`config.mk`:
```
export PLATFORM = sky130hd
export DESIGN_NAME = insertion_ordered_set_table_unit
export DESIGN_NICKNAME = d
export VERILOG_FILES = /design/src/rtl/core/iost_pkg.sv /design/src/rtl/core/insertion_ordered_set_table_unit.sv /design/src/rtl/core/iost_cell.sv
export SDC_FILE = /design/constraint.sdc
export NUM_CORES = 1
export LEC_CHECK = 0
export BUFFER_PORTS_ARGS = -buffer_cell sky130_fd_sc_hd__buf_2
export CAP_MARGIN = 20
export CORE_MARGIN = 2
export CORE_UTILIZATION = 45
export DETAILED_ROUTE_END_ITERATION = 10
export PLACE_DENSITY = 0.64
export SLEW_MARGIN = 15
export SYNTH_ARGS = -nofsm -noshare
export SYNTH_HDL_FRONTEND = slang
export SYNTH_SLANG_ARGS = --single-unit
```
`constraint.sdc`:
```
create_clock -name i_clk -period 5.53 [get_ports i_clk]
set_input_delay 0.2765 -clock i_clk [delete_from_list [all_inputs] [get_ports i_clk]]
set_output_delay 0.2765 -clock i_clk [all_outputs]
set_load 0.03 [all_outputs]
```
`src/rtl/core/iost_pkg.sv`:
```
// Package for the insertion-ordered set table.
// Holds the request codes, the sequencer states and the control bundle that
// the top level broadcasts to the row of storage cells. It depends on nothing.
package iost_pkg;

    // Width of one stored member and of the request value.
    localparam int unsigned VALUE_W = 32;

    // Width of the request kind and of the count field of a result.
    localparam int unsigned REQ_W = 2;
    localparam int unsigned COUNT_W = 5;

    // Width of the result tdata: success, rejected_full and count, padded to a byte.
    localparam int unsigned RES_W = 2 + COUNT_W;
    localparam int unsigned RES_BYTES_W = ((RES_W + 7) / 8) * 8;

    // Default number of members the table can hold.
    localparam int unsigned DEF_CAPACITY = 16;

    // Request kinds.
    typedef enum logic [REQ_W-1:0] {
        REQ_ADD    = 2'd0,
        REQ_REMOVE = 2'd1,
        REQ_QUERY  = 2'd2,
        REQ_CLEAR  = 2'd3
    } t_req;

    // Request sequencer states, one-hot.
    typedef enum logic [2:0] {
        S_IDLE  = 3'b001,
        S_CMP   = 3'b010,
        S_APPLY = 3'b100
    } t_state;

    // Control bundle that every cell sees in the same cycle.
    typedef struct packed {
        logic               cmp;     // latch the compare against value
        logic               append;  // the tail cell loads value
        logic               remove;  // cells at and above the hit take their upper neighbor
        logic [VALUE_W-1:0] value;
    } t_cell_ctl;

endpackage

```
`src/rtl/core/insertion_ordered_set_table_unit.sv`:
```
// Top level of the insertion-ordered set table: stream ports, request
// sequencer, result register and the row of iost_cell instances. Depends on
// iost_pkg and iost_cell.
//
// The block keeps up to CAPACITY distinct 32-bit values in the order they
// joined, packed from slot 0, and answers add, remove, query and clear
// requests with one result each that carries success, a full-table reject
// flag and the member count after the request. A request passes through three
// steps: it is accepted, then every cell compares its member with the
// value at once, and then the hits are combined, the tail cell
// is loaded or the cells above the hit shift down, and the result is
// registered. The next request is accepted while a result still waits to be
// taken; the apply cycle waits only when the result register is still full.
// After reset the table is empty at once, with no clearing pass.
module insertion_ordered_set_table_unit #(
    parameter int unsigned CAPACITY = iost_pkg::DEF_CAPACITY
) (
    input  logic                                i_clk,
    input  logic                                i_rst_n,
    // Request stream.
    input  logic                                i_s_axis_tvalid,
    output logic                                o_s_axis_tready,
    input  logic [iost_pkg::VALUE_W-1:0]        i_s_axis_tdata,  // [31:0] value
    input  logic [iost_pkg::REQ_W-1:0]          i_s_axis_tuser,  // [1:0] req_type
    // Result stream.
    output logic                                o_m_axis_tvalid,
    input  logic                                i_m_axis_tready,
    output logic [iost_pkg::RES_BYTES_W-1:0]    o_m_axis_tdata   // [0] success,
                                                                 // [1] rejected_full,
                                                                 // [6:2] count, [7] zero
);

    localparam int unsigned CNT_W = $clog2(CAPACITY + 1);

    iost_pkg::t_state             r_state, n_state;
    logic [iost_pkg::REQ_W-1:0]   r_req;
    logic [iost_pkg::VALUE_W-1:0] r_value;
    logic [CNT_W-1:0]             r_count, n_count;
    logic                         r_out_valid;
    logic [iost_pkg::RES_BYTES_W-1:0] r_out_data;

    iost_pkg::t_cell_ctl          w_ctl;
    logic [CAPACITY-1:0]          w_match;
    logic [CAPACITY-1:0]          w_lower_hit;
    logic [iost_pkg::VALUE_W-1:0] w_entry [CAPACITY];
    logic                         w_found;
    logic                         w_full;
    logic                         w_apply;
    logic                         w_ok;
    logic                         w_rej;
    logic [iost_pkg::COUNT_W-1:0] w_count5;

    assign o_s_axis_tready = (r_state == iost_pkg::S_IDLE);
    assign w_apply = (r_state == iost_pkg::S_APPLY) && (!r_out_valid || i_m_axis_tready);
    assign w_found = |w_match;
    assign w_full  = (r_count == CNT_W'(CAPACITY));

    // Request decode: the compare strobe in the compare state and the actions of the apply cycle.
    always_comb begin
        w_ctl.cmp    = (r_state == iost_pkg::S_CMP);
        w_ctl.append = 1'b0;
        w_ctl.remove = 1'b0;
        w_ctl.value  = r_value;
        w_ok         = 1'b0;
        w_rej        = 1'b0;
        n_count      = r_count;
        unique case (iost_pkg::t_req'(r_req))
            iost_pkg::REQ_ADD: begin
                if (!w_found && !w_full) begin
                    w_ctl.append = w_apply;
                    w_ok         = 1'b1;
                    n_count      = r_count + CNT_W'(1);
                end else if (!w_found) begin
                    w_rej = 1'b1;
                end
            end
            iost_pkg::REQ_REMOVE: begin
                if (w_found) begin
                    w_ctl.remove = w_apply;
                    w_ok         = 1'b1;
                    n_count      = r_count - CNT_W'(1);
                end
            end
            iost_pkg::REQ_QUERY: begin
                w_ok = w_found;
            end
            iost_pkg::REQ_CLEAR: begin
                w_ok    = 1'b1;
                n_count = '0;
            end
            default: begin
                w_ok = 1'b0;
            end
        endcase
    end

    // The count field carries the low five bits of the member count.
    generate
        if (CNT_W >= iost_pkg::COUNT_W) begin : g_cnt_trunc
            assign w_count5 = n_count[iost_pkg::COUNT_W-1:0];
        end else begin : g_cnt_ext
            assign w_count5 = {{(iost_pkg::COUNT_W - CNT_W){1'b0}}, n_count};
        end
    endgenerate

    // Sequencer next state.
    always_comb begin
        n_state = r_state;
        unique case (r_state)
            iost_pkg::S_IDLE:  if (i_s_axis_tvalid) n_state = iost_pkg::S_CMP;
            iost_pkg::S_CMP:   n_state = iost_pkg::S_APPLY;
            iost_pkg::S_APPLY: if (w_apply) n_state = iost_pkg::S_IDLE;
            default:           n_state = iost_pkg::S_IDLE;
        endcase
    end

    // Control state: sequencer, member count and result valid.
    always_ff @(posedge i_clk) begin
        if (!i_rst_n) begin
            r_state     <= iost_pkg::S_IDLE;
            r_count     <= '0;
            r_out_valid <= 1'b0;
        end else begin
            r_state <= n_state;
            if (w_apply) begin
                r_count     <= n_count;
                r_out_valid <= 1'b1;
            end else if (i_m_axis_tready) begin
                r_out_valid <= 1'b0;
            end
        end
    end

    // Request capture on an accepted transaction.
    always_ff @(posedge i_clk) begin
        if (o_s_axis_tready && i_s_axis_tvalid) begin
            r_req   <= i_s_axis_tuser;
            r_value <= i_s_axis_tdata;
        end
    end

    // Result register.
    always_ff @(posedge i_clk) begin
        if (w_apply) begin
            r_out_data <= iost_pkg::RES_BYTES_W'({w_count5, w_rej, w_ok});
        end
    end

    assign o_m_axis_tvalid = r_out_valid;
    assign o_m_axis_tdata  = r_out_data;

    // Row of storage cells; each sees whether any lower cell matched.
    generate
        for (genvar gi = 0; gi < CAPACITY; gi++) begin : g_cell
            localparam logic [CAPACITY-1:0] LOW_MASK =
                {CAPACITY{1'b1}} >> (CAPACITY - gi);
            logic [iost_pkg::VALUE_W-1:0] w_next;

            assign w_lower_hit[gi] = |(w_match & LOW_MASK);

            if (gi + 1 < CAPACITY) begin : g_mid
                assign w_next = w_entry[gi + 1];
            end else begin : g_top
                assign w_next = w_entry[gi];
            end

            iost_cell u_cell (
                .i_clk        (i_clk),
                .i_ctl        (w_ctl),
                .i_valid      (CNT_W'(gi) < r_count),
                .i_tail       (CNT_W'(gi) == r_count),
                .i_lower_hit  (w_lower_hit[gi]),
                .i_next_entry (w_next),
                .o_entry      (w_entry[gi]),
                .o_match      (w_match[gi])
            );
        end
    endgenerate

endmodule

```
`src/rtl/core/iost_cell.sv`:
```
// One storage cell of the insertion-ordered set table.
// Holds one member and its compare result, and takes its upper neighbor's
// member when a removal closes the gap. Depends on iost_pkg.
module iost_cell (
    input  logic                           i_clk,
    input  iost_pkg::t_cell_ctl            i_ctl,
    input  logic                           i_valid,      // this slot holds a member
    input  logic                           i_tail,       // this slot is the first free one
    input  logic                           i_lower_hit,  // a lower cell matched
    input  logic [iost_pkg::VALUE_W-1:0]   i_next_entry, // member of the upper neighbor
    output logic [iost_pkg::VALUE_W-1:0]   o_entry,
    output logic                           o_match
);

    logic [iost_pkg::VALUE_W-1:0] r_entry;
    logic                         r_match;
    logic                         w_shift;

    // The gap closes from the matching cell upward.
    assign w_shift = i_lower_hit | r_match;

    // Compare result, taken once per request.
    always_ff @(posedge i_clk) begin
        if (i_ctl.cmp) begin
            r_match <= i_valid && (r_entry == i_ctl.value);
        end
    end

    // Member storage: append at the tail, or shift down on a removal.
    always_ff @(posedge i_clk) begin
        if (i_ctl.append && i_tail) begin
            r_entry <= i_ctl.value;
        end else if (i_ctl.remove && w_shift) begin
            r_entry <= i_next_entry;
        end
    end

    assign o_entry = r_entry;
    assign o_match = r_match;

endmodule
```
# Word-level counts from Yosys, hierarchy flattened
# Cells that the tools add are included.
[word_totals]
in_bits = 38
word_cells = 246
out_inout_bits = 10
register_bits = 578
[classes]
n_eq_ne = 40
bitwise_logic = 15
order_cmp = 16
reduce_logical = 88
addsub = 2
muxes = 46
[ops]
columns = ["op", "n"]
rows = [
  ["$mux 32", 30],
  ["$eq 32x32->1", 16],
  ["$logic_and 1x1->1", 50],
  ["$eq 4x5->1 const A", 8],
  ["$lt 4x5->1 const A", 8],
  ["$reduce_bool 2->1", 16],
  ["$eq 3x5->1 const A", 4],
  ["$lt 3x5->1 const A", 4],
  ["$reduce_or 16->1", 1],
  ["$pmux 5 s3", 1],
  ["$or 1x1->1", 14],
  ["$reduce_or 14->1", 1],
  ["$reduce_or 13->1", 1],
  ["$reduce_or 12->1", 1],
  ["$reduce_or 11->1", 1],
  ["$eq 2x5->1 const A", 2],
  ["$lt 1x5->1 const A", 2],
  ["$lt 2x5->1 const A", 2],
  ["$mux 5", 2],
  ["$reduce_or 10->1", 1],
  ["$mux 1", 9],
  ["$pmux 3 s3", 1],
  ["$reduce_or 9->1", 1],
  ["$reduce_or 8->1", 1],
  ["other kinds (24)", 30],
]

# Depth between registers and ports, before layout
[depth]
word_depth = 8
depth_mapped = 9
mapped_depth_nobuf = 7

# Modules after synthesis
# From an unflattened synthesis, not the netlist that was laid out.
[hier_totals]
hier_cells = 2063
area_unflattened_um2 = 30232.7
[by_module_without_submodules]
columns = ["module", "area_each_um2", "cells_per_inst", "instances"]
rows = [
  ["iost_cell", 1734.2, 115, 16],
  ["insertion_ordered_set_table_unit", 2486.1, 223, 1],
]

# Worst setup path after synthesis
# No wires, ideal clock.
[synth_timing]
path_kind = "register to register"
startpoint = "reg r_state[2]"
endpoint = "reg g_cell[5].u_cell.r_entry (netlist bit g_cell[5].u_cell.o_entry[0]), enable pin"
arrival_ns = 3.589
path_stages_with_launch = 6
path_slack_ns = 1.475
setup_time_ns = 0.466
cell_sequence = "dfxtp_1 > nor3b_1 > nand2_1 > inv_1 > o211ai_1 > o21ai_0"
[synth_between]
elab_chain_len = 6
word_cells_on_any_way = 9
cone_classes = "1 x eq/ne; 4 x mux; 4 x reduce/logical"
[synth_lines]
columns = ["item", "line_no", "text"]
rows = [
  ["from (decl)", "insertion_ordered_set_table_unit.sv:35", "iost_pkg::t_state r_state, n_state;"],
  ["from (signal assigned)", "insertion_ordered_set_table_unit.sv:120", "r_state <= iost_pkg::S_IDLE;"],
  ["from (signal assigned)", "insertion_ordered_set_table_unit.sv:124", "r_state <= n_state;"],
  ["$eq 3x3->1 (*)", "insertion_ordered_set_table_unit.sv:54", "assign w_apply = (r_state == iost_pkg::S_APPLY) && (!r_out_valid || i_m_axis_tready);"],
  ["$logic_and 1x1->1 (*)", "insertion_ordered_set_table_unit.sv:54", ""],
  ["named net w_apply", "insertion_ordered_set_table_unit.sv:48", "logic w_apply;"],
  ["$mux 1, on equally long branches", "insertion_ordered_set_table_unit.sv:78, insertion_ordered_set_table_unit.sv:69", ""],
  ["$mux 1", "insertion_ordered_set_table_unit.sv:67", "unique case (iost_pkg::t_req'(r_req))"],
  ["$logic_and 1x1->1, on equally long branches", "iost_cell.sv:33, iost_cell.sv:31", ""],
  ["$reduce_bool 2->1 (no source line) (*)", "--", ""],
  ["to (signal assigned)", "iost_cell.sv:32", "r_entry <= i_ctl.value;"],
  ["to (signal assigned)", "iost_cell.sv:34", "r_entry <= i_next_entry;"],
  ["to (decl)", "iost_cell.sv:15", "logic [iost_pkg::VALUE_W-1:0] r_entry;"],
]
# The timed path passes the listed nets; every way through them passes the cells marked *.
# A chain may end at the register's enable or synchronous reset.

# Worst setup path after layout
[layout_timing]
startpoint = "reg r_count[0]"
endpoint = "reg g_cell[0].u_cell.r_entry (netlist bit g_cell[0].u_cell.o_entry[23]), enable pin"
[layout_between]
elab_chain_len = 7
word_cells_on_any_way = 8
cone_classes = "1 x eq/ne; 2 x mux; 5 x reduce/logical"
[layout_lines]
columns = ["item", "line_no", "text"]
rows = [
  ["from (decl)", "insertion_ordered_set_table_unit.sv:38", "logic [CNT_W-1:0] r_count, n_count;"],
  ["from (signal assigned)", "insertion_ordered_set_table_unit.sv:126", "r_count <= n_count;"],
  ["$eq 5x5->1", "insertion_ordered_set_table_unit.sv:56", "assign w_full = (r_count == CNT_W'(CAPACITY));"],
  ["$logic_not 1->1", "insertion_ordered_set_table_unit.sv:69", "if (!w_found && !w_full) begin"],
  ["$logic_and 1x1->1", "insertion_ordered_set_table_unit.sv:69", ""],
  ["$mux 1", "insertion_ordered_set_table_unit.sv:69", ""],
  ["$mux 1", "insertion_ordered_set_table_unit.sv:67", ""],
  ["$logic_and 1x1->1 (*)", "iost_cell.sv:31", "if (i_ctl.append && i_tail) begin"],
  ["$reduce_bool 2->1 (no source line) (*)", "--", ""],
  ["to (signal assigned)", "iost_cell.sv:32", ""],
  ["to (signal assigned)", "iost_cell.sv:34", ""],
  ["to (decl)", "iost_cell.sv:15", ""],
]
# Mark *: on every way between the ends. The rest lies on a longest branch, timed or not.

==> results.toml <==
[run_status]
outcome = "finished clean"

[detailed_routing]
drc_errors = 0
avgViaCountPerCell = 5.72
drtIter0Drc = 2010
first_pass_iters = 5
wl_um = 84700
dr_total_vias = 17700
ant_nets = 0
routedWlPerCell_um = 27.4

[critical_path]
rr_startpoint = "r_count[0]$_SDFFE_PN0P_"
r2r_cells = 8
cp-start-kind = "flop"
cp-endpoint = "g_cell[0].u_cell.o_entry[23]$_DFFE_PP_"
crit_required_ps = 5780
critPathKind = "flop to flop"
crit_fanout = 33
setup.worst_path.end_class = "flop"
worstSetupStartpoint = "r_count[0]$_SDFFE_PN0P_"
cp_data_arrival_time_ps = 4200
rrSetupSlack_ps = 1580
rr_endpoint = "g_cell[0].u_cell.o_entry[23]$_DFFE_PP_"

[layout]
areaGrowthSynthToFinish_pct = 12.4
drive_gt1_share_pct = 33.0
register_area_um2 = 17300
layout_common_cells = "edfxtp_1 (569), mux2_2 (458), xor2_1 (324), xnor2_1 (188), nor4_1 (94)"
multi_input_area_um2 = 12300
utilization_pct = 51.0
final_common_cell = "edfxtp_1"
fillers = 5721
n_antenna_cell = 0
fin_nets = 2220

[timing]
setup_tns_ps = 0
fin_crit_sh_pct = 71.3
slew_viol_final = 0
min_period_ps = 3950
max_freq_mhz = 253
max_slew_margin_pct = 25.4
finalHoldViolCount = 0
worst_hold_slack_ps = 101
rsz0062_at_grt = "false"
setup_violations = 0
skew_ps = 32.1
tightest_slew_ps = 1120

[synthesis]
synthTopCellsByArea = "edfxtp_1 (56%), mux2_2 (17%), xor2_1 (9.3%)"
synthArstFlopShare_pct = 0
synth_edf_count = 569
synth_top_cell_by_area = "edfxtp_1"
synth-seq-cells = 578
ys_seq_area_share_pct = 56.8
avgSynthCellArea_um2 = 14.3
ys.flop_type = "edfxtp_1"
synth_cells = 2124
yosysUniqueCellTypes = 61
synth-warning-count = 0
synth_area_um2 = 30400
synth_top_area_share_pct = 56.2
mappedNetlistNets = 2171

[clock_tree]
htreeDepth = 3
cts_sinks = 578
clk_pin_slew_ps = 60
cts_setup_buffers = 0
cts_made_buffers = 67
cts_tree = "built"
cts.path.max_buffers = 3
cts_root_buf = "clkbuf_16"
insertion_delay_ps = 630

[min_path]
hp-start = "i_m_axis_tready"
holdCritPathClass = "input port to flop"

[power]
p_comb_share_pct = 5.8
internal_power_mw = 7.67
seq_power_share_pct = 48.7
switching_share_pct = 22.8
leakagePower_nw = 11.5
ir_worst_vdd_mv = 0.340
p_switching_mw = 2.27
power_density_nw_per_um2 = 291
p_clk_share_pct = 45.5

[floorplanning]
io_pins = 48
std_cell_rows = 95
coreArea_um2 = 67000
dieWidth_um = 264
die_area_um2 = 69700
start_util_pct = 45.4
die_height_um = 264

[grt]
antenna_found_initial = 2
grt_pass1_wl_um = 124000
first_global_vias = 18000
grt_start_max_net_pins = 35
grt-ovfl-total = 0
track_usage_pct = 24.2

[job]
cap_violations = 0

[place]
place.gp.congestion = 0.900
port-buffer-count = 46
hpwl_um = 60000
metrics by stage:
| step | power (mW) | std cells | setup slack (ps) | cell area, um^2 |
|---|---|---|---|---|
| floorplan | 5.24 | 2124 | 1480 | 30400 |
| global placement | 5.48 | 2940 | 1650 | 31600 |
| detailed placement | 5.49 | 2940 | 1640 | 31600 |
| CTS | 10.0 | 3095 | 1620 | 34200 |
| global route | 10.2 | 3096 | 1330 | 34200 |
| finish | 9.94 | 3096 | 1580 | 34200 |
cell families (layout without fill, tap and decap cells):
logic type      Yosys count  in the layout  synth area share [%]
mux                     482            482                  18.1
simple gates            282            282                  5.64
xor+xnor                512            512                  14.7
fa+ha+maj                 9              9                 0.370
buf+inv                 201            300                  2.97
other cells               1              1                0.0123
flops                   578            578                  56.8
compound gates           59             59                  1.36
sequential cells by signal (all words and copies together) (netlist names):
| register | count |
|---|---|
| r_count | 5 |
| r_value | 32 |
| o_m_axis_tdata | 7 |
| r_req | 2 |
| o_m_axis_tvalid | 1 |
| g_cell.u_cell.o_entry | 512 |
| r_state | 3 |
| g_cell.u_cell.o_match | 16 |
cells in the mapped netlist, drive strengths merged, types with 15 or more instances:
cell and n:
nand2 24, nor2 15, xnor2 188, mux2 480, edfxtp 569, nor3 21, xor2 324, buf 95
nor4 97, nand3 25, nand4 59, clkbuf 98
final cells by class:
type                            instances  share of cell area, %
Tap cell                              873                   3.20
Inverter                                8                 0.0879
Clock inverter                         42                   1.35
Multi-Input combinational cell       1345                   35.9
Clock buffer                           77                   5.08
Timing Repair Buffer                  173                   3.84
Sequential cell                       578                   50.5
metal layers:
| layer | vias up | share of wire, % | GRT usage [%] |
|---|---|---|---|
| met1 | 9034 | 43 | 32.9 |
| li1 | 7949 | - | - |
| met5 | - | 0.0094 | 0 |
| met3 | 137 | 5.4 | 3.19 |
| met2 | 572 | 49 | 40.6 |
| met4 | 2 | 2.7 | 7.34 |
power groups by stage:
stage | clock [mW] | combinational, mW | sequential [mW]
detailed placement | 0 | 0.548 | 4.94
CTS | 4.59 | 0.570 | 4.84
finish | 4.52 | 0.574 | 4.84
floorplan | 0 | 0.367 | 4.88
global placement | 0 | 0.545 | 4.94
global route | 4.75 | 0.609 | 4.84
critical path: stages (launching register included):
cell	delay (ps)
dfxtp_1	590
inv_1	200
ha_1	390
nand4bb_1	270
nand4_1	390
nor4_4	530
nand2_2	580
nand2_1	190
buf_4	410
timing repair:
action                     CTS  global route
hold buffers                36             0
gates resized for setup      0             0
hold endpoints to repair    39             0
setup endpoints to repair    0             0
worst min path at each step:
stage	cells past startpoint	endpoint
after global placement	1	r_value[16]$_DFFE_PP_
after floorplan	0	r_req[0]$_DFFE_PP_
final	3	o_m_axis_tvalid$_SDFFE_PN0P_
after detailed placement	1	r_value[21]$_DFFE_PP_
after global routing	3	o_m_axis_tvalid$_SDFFE_PN0P_
after CTS	3	o_m_axis_tvalid$_SDFFE_PN0P_
(Power assumes the default switching activity.)
